===== src/rtl/mme_ram.sv =====
module mme_ram #(
	parameter int WIDTH = 32,
	parameter int DEPTH = 64,
	localparam int AW = (DEPTH > 1) ? $clog2(DEPTH) : 1
) (
	input  logic             clk,
	input  logic             we,
	input  logic [AW-1:0]    waddr,
	input  logic [WIDTH-1:0] wdata,
	input  logic [AW-1:0]    raddr,
	output logic [WIDTH-1:0] rdata
);

	logic [WIDTH-1:0] mem [DEPTH];

	always_ff @(posedge clk) begin
		if (we) begin
			mem[waddr] <= wdata;
		end
		rdata <= mem[raddr];
	end

endmodule


===== config.mk =====
export PLATFORM = sky130hd
export DESIGN_NAME = mme_ram
export DESIGN_NICKNAME = d
export VERILOG_FILES = /design/src/rtl/mme_ram.sv
export SDC_FILE = /design/constraint.sdc
export NUM_CORES = 2
export LEC_CHECK = 0
export ABC_CLOCK_PERIOD_IN_PS = 4400
export BUFFER_PORTS_ARGS = -buffer_cell sky130_fd_sc_hd__buf_4
export CAP_MARGIN = 20
export CORE_MARGIN = 3
export CORE_UTILIZATION = 38
export CTS_CLUSTER_DIAMETER = 100
export DETAILED_ROUTE_END_ITERATION = 16
export HOLD_SLACK_MARGIN = 0.15
export MAX_ROUTING_LAYER = met4
export SLEW_MARGIN = 20
export SYNTH_ARGS = -nofsm -noshare
export SYNTH_HDL_FRONTEND = slang
export SYNTH_SLANG_ARGS = --single-unit

===== constraint.sdc =====
create_clock -name clk -period 4.4 [get_ports clk]
set_input_delay 0.44 -clock clk [delete_from_list [all_inputs] [get_ports clk]]
set_output_delay 0.44 -clock clk [all_outputs]
set_load 0.01 [all_outputs]

; Word level (Yosys, flattened, before mapping)
; Memories as Yosys holds them, arrays and structs flattened. A register that Yosys moved wholly into a read port is not among the register bits.
; Index checks and enable logic that the tools add are counted.
[word_totals]
ff_bits = 0
ram_bits = 2048
in_bits = 46
output_inout_bits = 32
elab_cells = 3
n_memories = 1
[memory_table]
columns = name, depth, word_bits, read_ports, rd_clocked_by_memory_dff, write_ports, line
row1 = mem, 64, 32, 1, 1, 1, 14  ; logic [WIDTH-1:0] mem [DEPTH];
[classes]
n_mux = 2
[op_table]
columns = cell, n
row1 = $mux 1, 2

; Logic depth before layout (Yosys ltp)
[depth]
depth_word = 2
ltp_mapped = 10
depth_no_buf = 5

; Worst setup path after synthesis
; OpenSTA, ideal clock, no wires.
[synth_path]
path_type = in2reg
from = in waddr[3]
to = mem mem[48][0], enable pin
setup_ns = 0.461
t_arrival_ns = 3.139
required_time_ns = 3.939
slack_ns = 0.800
stages = 4
path_buffers = 1
path_cell_list = clkbuf_1 -> nor2b_1 -> nand4b_1 -> nor3_1
[synth_rtl]
columns = element, line
row1 = "start, declared", 8  ; input logic [AW-1:0] waddr,
row2 = "end, declared", 14
; No word-level cell before the write port.

==> out/qor.yml <==
outcome:
  status: "complete, no violations"
place:
  port_buffers: 77
  gp_congestion: 0.786
  dp_hpwl_um: 117000
  dp_slack_ns: 0.437
worst_setup_path:
  timing.rr.end: "rdata[21]"
  rrSetupSlack_ns: 2.02
  cp_data_arrival_time_ns: 3.70
  worstSetupPathType: "primary input to register"
  rr_worst_depth: 4
  crit_fanout: 53
  crit_chain: "buf_8 > buf_12 > buf_12 > buf_12 > mux4_2 > mux4_2 > o22ai_1 > nor2_1"
  critPathBufInv: 4
  reg2reg_from: "mem[15][21]"
  slowest_delay_ns: 0.68
  cp_top_family: "buffers and inverters"
  crit_required_ns: 5.07
  critPathSlowestCell: "o22ai_1"
  start_kind: "primary input"
  setup.worst_path.end_class: "register"
  crit_top_cell: "buf_12"
synthesis:
  syn-instance-count: 3324
  synth_compound_area_frac: 0.0167
  synthesis.nets: 3370
  synth_flop_cell: "edfxtp_1"
  syn_area_per_cell_um2: 23.6
  synth_mux_area_frac: 0.168
  async_reset_ff_frac: 0
  synth-seq-area-share: 0.791
  ys_types: 34
  synth_adder_area_share: 0
  synth_xor_area_frac: 0
  yosysWarningCount: 0
  synthesis.area_um2: 78500
  synth-edff-count: 2048
  yosys.area_share.simple: 0.0127
  ys_seq_elements: 2080
  synth_top_family_by_area: "multiplexers"
cells_and_area:
  drive_above_1_share: 0.303
  layout_commonest_cell: "edfxtp_1"
  fin_util: 0.440
  layout_common_cells: "edfxtp_1 (2,048), mux4_2 (544), buf_4 (246), clkbuf_16 (201), mux2i_1 (93)"
  syn2layout_area_growth_pct: 14.9
  finish.net_count: 3665
global_route:
  grt_use_total: 0.203
  gr-total-overflow: 0
  antenna_found_initial: 8
  grt_pass1_vias: 37507
  grt_pass1_wl_um: 294000
  grt_max_degree: 78
cts:
  clock_latency_ns: 0.83
  cts.path.max_buffers: 3
  htree_num_levels: 4
  cts_tree: "done"
  clock-sinks: 2080
  ctsRootBufferMaster: "clkbuf_16"
  cts.clk_slew.worst_paths_ns: 0.06
  cts_buffers: 200
  ctsResizeCount: 0
pwr:
  seqPwrFrac: 0.537
  p_per_area_nw_per_um2: 455
  swShare: 0.215
  p_switching_uw: 8820
  leakage_uw: 0.0279
  p_int_uw: 32200
  peakVddDrop_v: 0.000391
  pwr-share-comb: 0.053
  clockPowerShare: 0.410
worst_hold_path:
  min_to: "mem[5][14]"
  hold_path_class: "primary input to register"
  holdPathStages: 1
  min_from: "wdata[14]"
route:
  avgRoutedWirePerCell_um: 32.1
  vias_per_cell: 5.71
  first_iter_violations: 4456
  drc: 0
  detail-route-antenna-nets: 0
  drt_pass1_iterations: 5
  num_vias: 36999
  totalWireLength_um: 208000
floorplanning:
  dieArea_um2: 212000
  coreArea_um2: 205000
  start_util: 0.383
  dieHeight_um: 461
  core.rowCount: 166
  pin_count: 78
  die_x_um: 461
sta:
  drv_slew: 0
  finalHoldViolations: 0
  fmax_ghz: 0.330
  rsz0062_at_grt: "no"
  tightest_slew_ns: 1.03
  min_period_ns: 3.03
  setup_viol: 0
  max_slew_margin: 0.313
  finalWorstSetupSlack_ns: 1.37
  period_share: 0.690
  fin_tns_setup_ns: 0
  fin_skew_ns: 0.0318
flow_run:
  maxCapViolCount: 0
-- synth_stat cells (all sizes together), types with 12 or more instances --
master	n	area, um2
edfxtp	2048	61500
mux4	544	12300
nor2	137	514
buf	108	608
mux2i	93	931
o22ai	84	526
clkbuf	74	278
a21oi	62	310
dfxtp	32	641
o221ai	27	236
nand2	26	97.6
nor2b	15	93.8
a22oi	12	90.1
-- worst max path at each step --
| stage | end | from | cells past startpoint | slack [ns] |
|---|---|---|---|---|
| global placement | rdata[21] | raddr[0] | 8 | 0.45 |
| global route | rdata[6] | raddr[0] | 7 | 1.26 |
| finish | rdata[21] | raddr[0] | 8 | 1.37 |
| CTS | rdata[21] | raddr[0] | 8 | 1.35 |
| floorplan | mem[48][0] | waddr[3] | 4 | 0.80 |
| detailed placement | rdata[21] | raddr[0] | 8 | 0.44 |
-- timing repair --
action                                 in CTS  in global routing
endpoints found under the hold margin      47                  0
buffers inserted                            0                  0
hold buffers                                5                  0
-- power groups by stage --
stage	combinational, uW	sequential, uW	clock [uW]
detailed placement	2210	22500	0
global placement	2180	22500	0
CTS	2210	22000	17200
floorplan	1070	22400	0
finish	2170	22000	16900
global route	2300	22000	17900
-- registers in the layout, indices dropped and copies added, names as in the netlist --
signal  count
mem      2048
rdata      32
-- stage by stage --
stage / hold WS (ns) / total power, uW / instance area, um2 / cells
4_1_cts: 0.156 / 41400 / 90200 / 6479
5_1_grt: 0.173 / 42300 / 90200 / 6479
2_1_floorplan: 0.539 / 23500 / 78500 / 3324
3_3_place_gp: 0.735 / 24600 / 83800 / 6100
3_5_place_dp: 0.757 / 24700 / 83800 / 6100
6_report: 0.177 / 41100 / 90200 / 6481
-- cell type report --
class / count / area [um2]
diodes: 2 / 5.00
fillers: 17049 / 115000
repair buffers: 275 / 2350
clock inverters: 110 / 1030
clock buffers: 264 / 5350
flip-flops and latches: 2080 / 62100
well taps: 2688 / 3360
multi-input cells: 1062 / 16000
-- logic make-up after synthesis --
logic type,count (synthesis)
muxes,637
AOI/OAI and AO/OA,202
buffers and inverters,182
and+or+nand+nor,223
DFF,2080
-- per-layer routing --
layer  vias up  GRT usage  routed length (um)
met2      1541      0.326              103000
met4         0     0.0447                4240
met1     20325      0.276               84900
li1      14889          -                   -
met5         -          -                   0
met3       244     0.0333               15700
No activity file was read; power rests on OpenSTA's default activity.
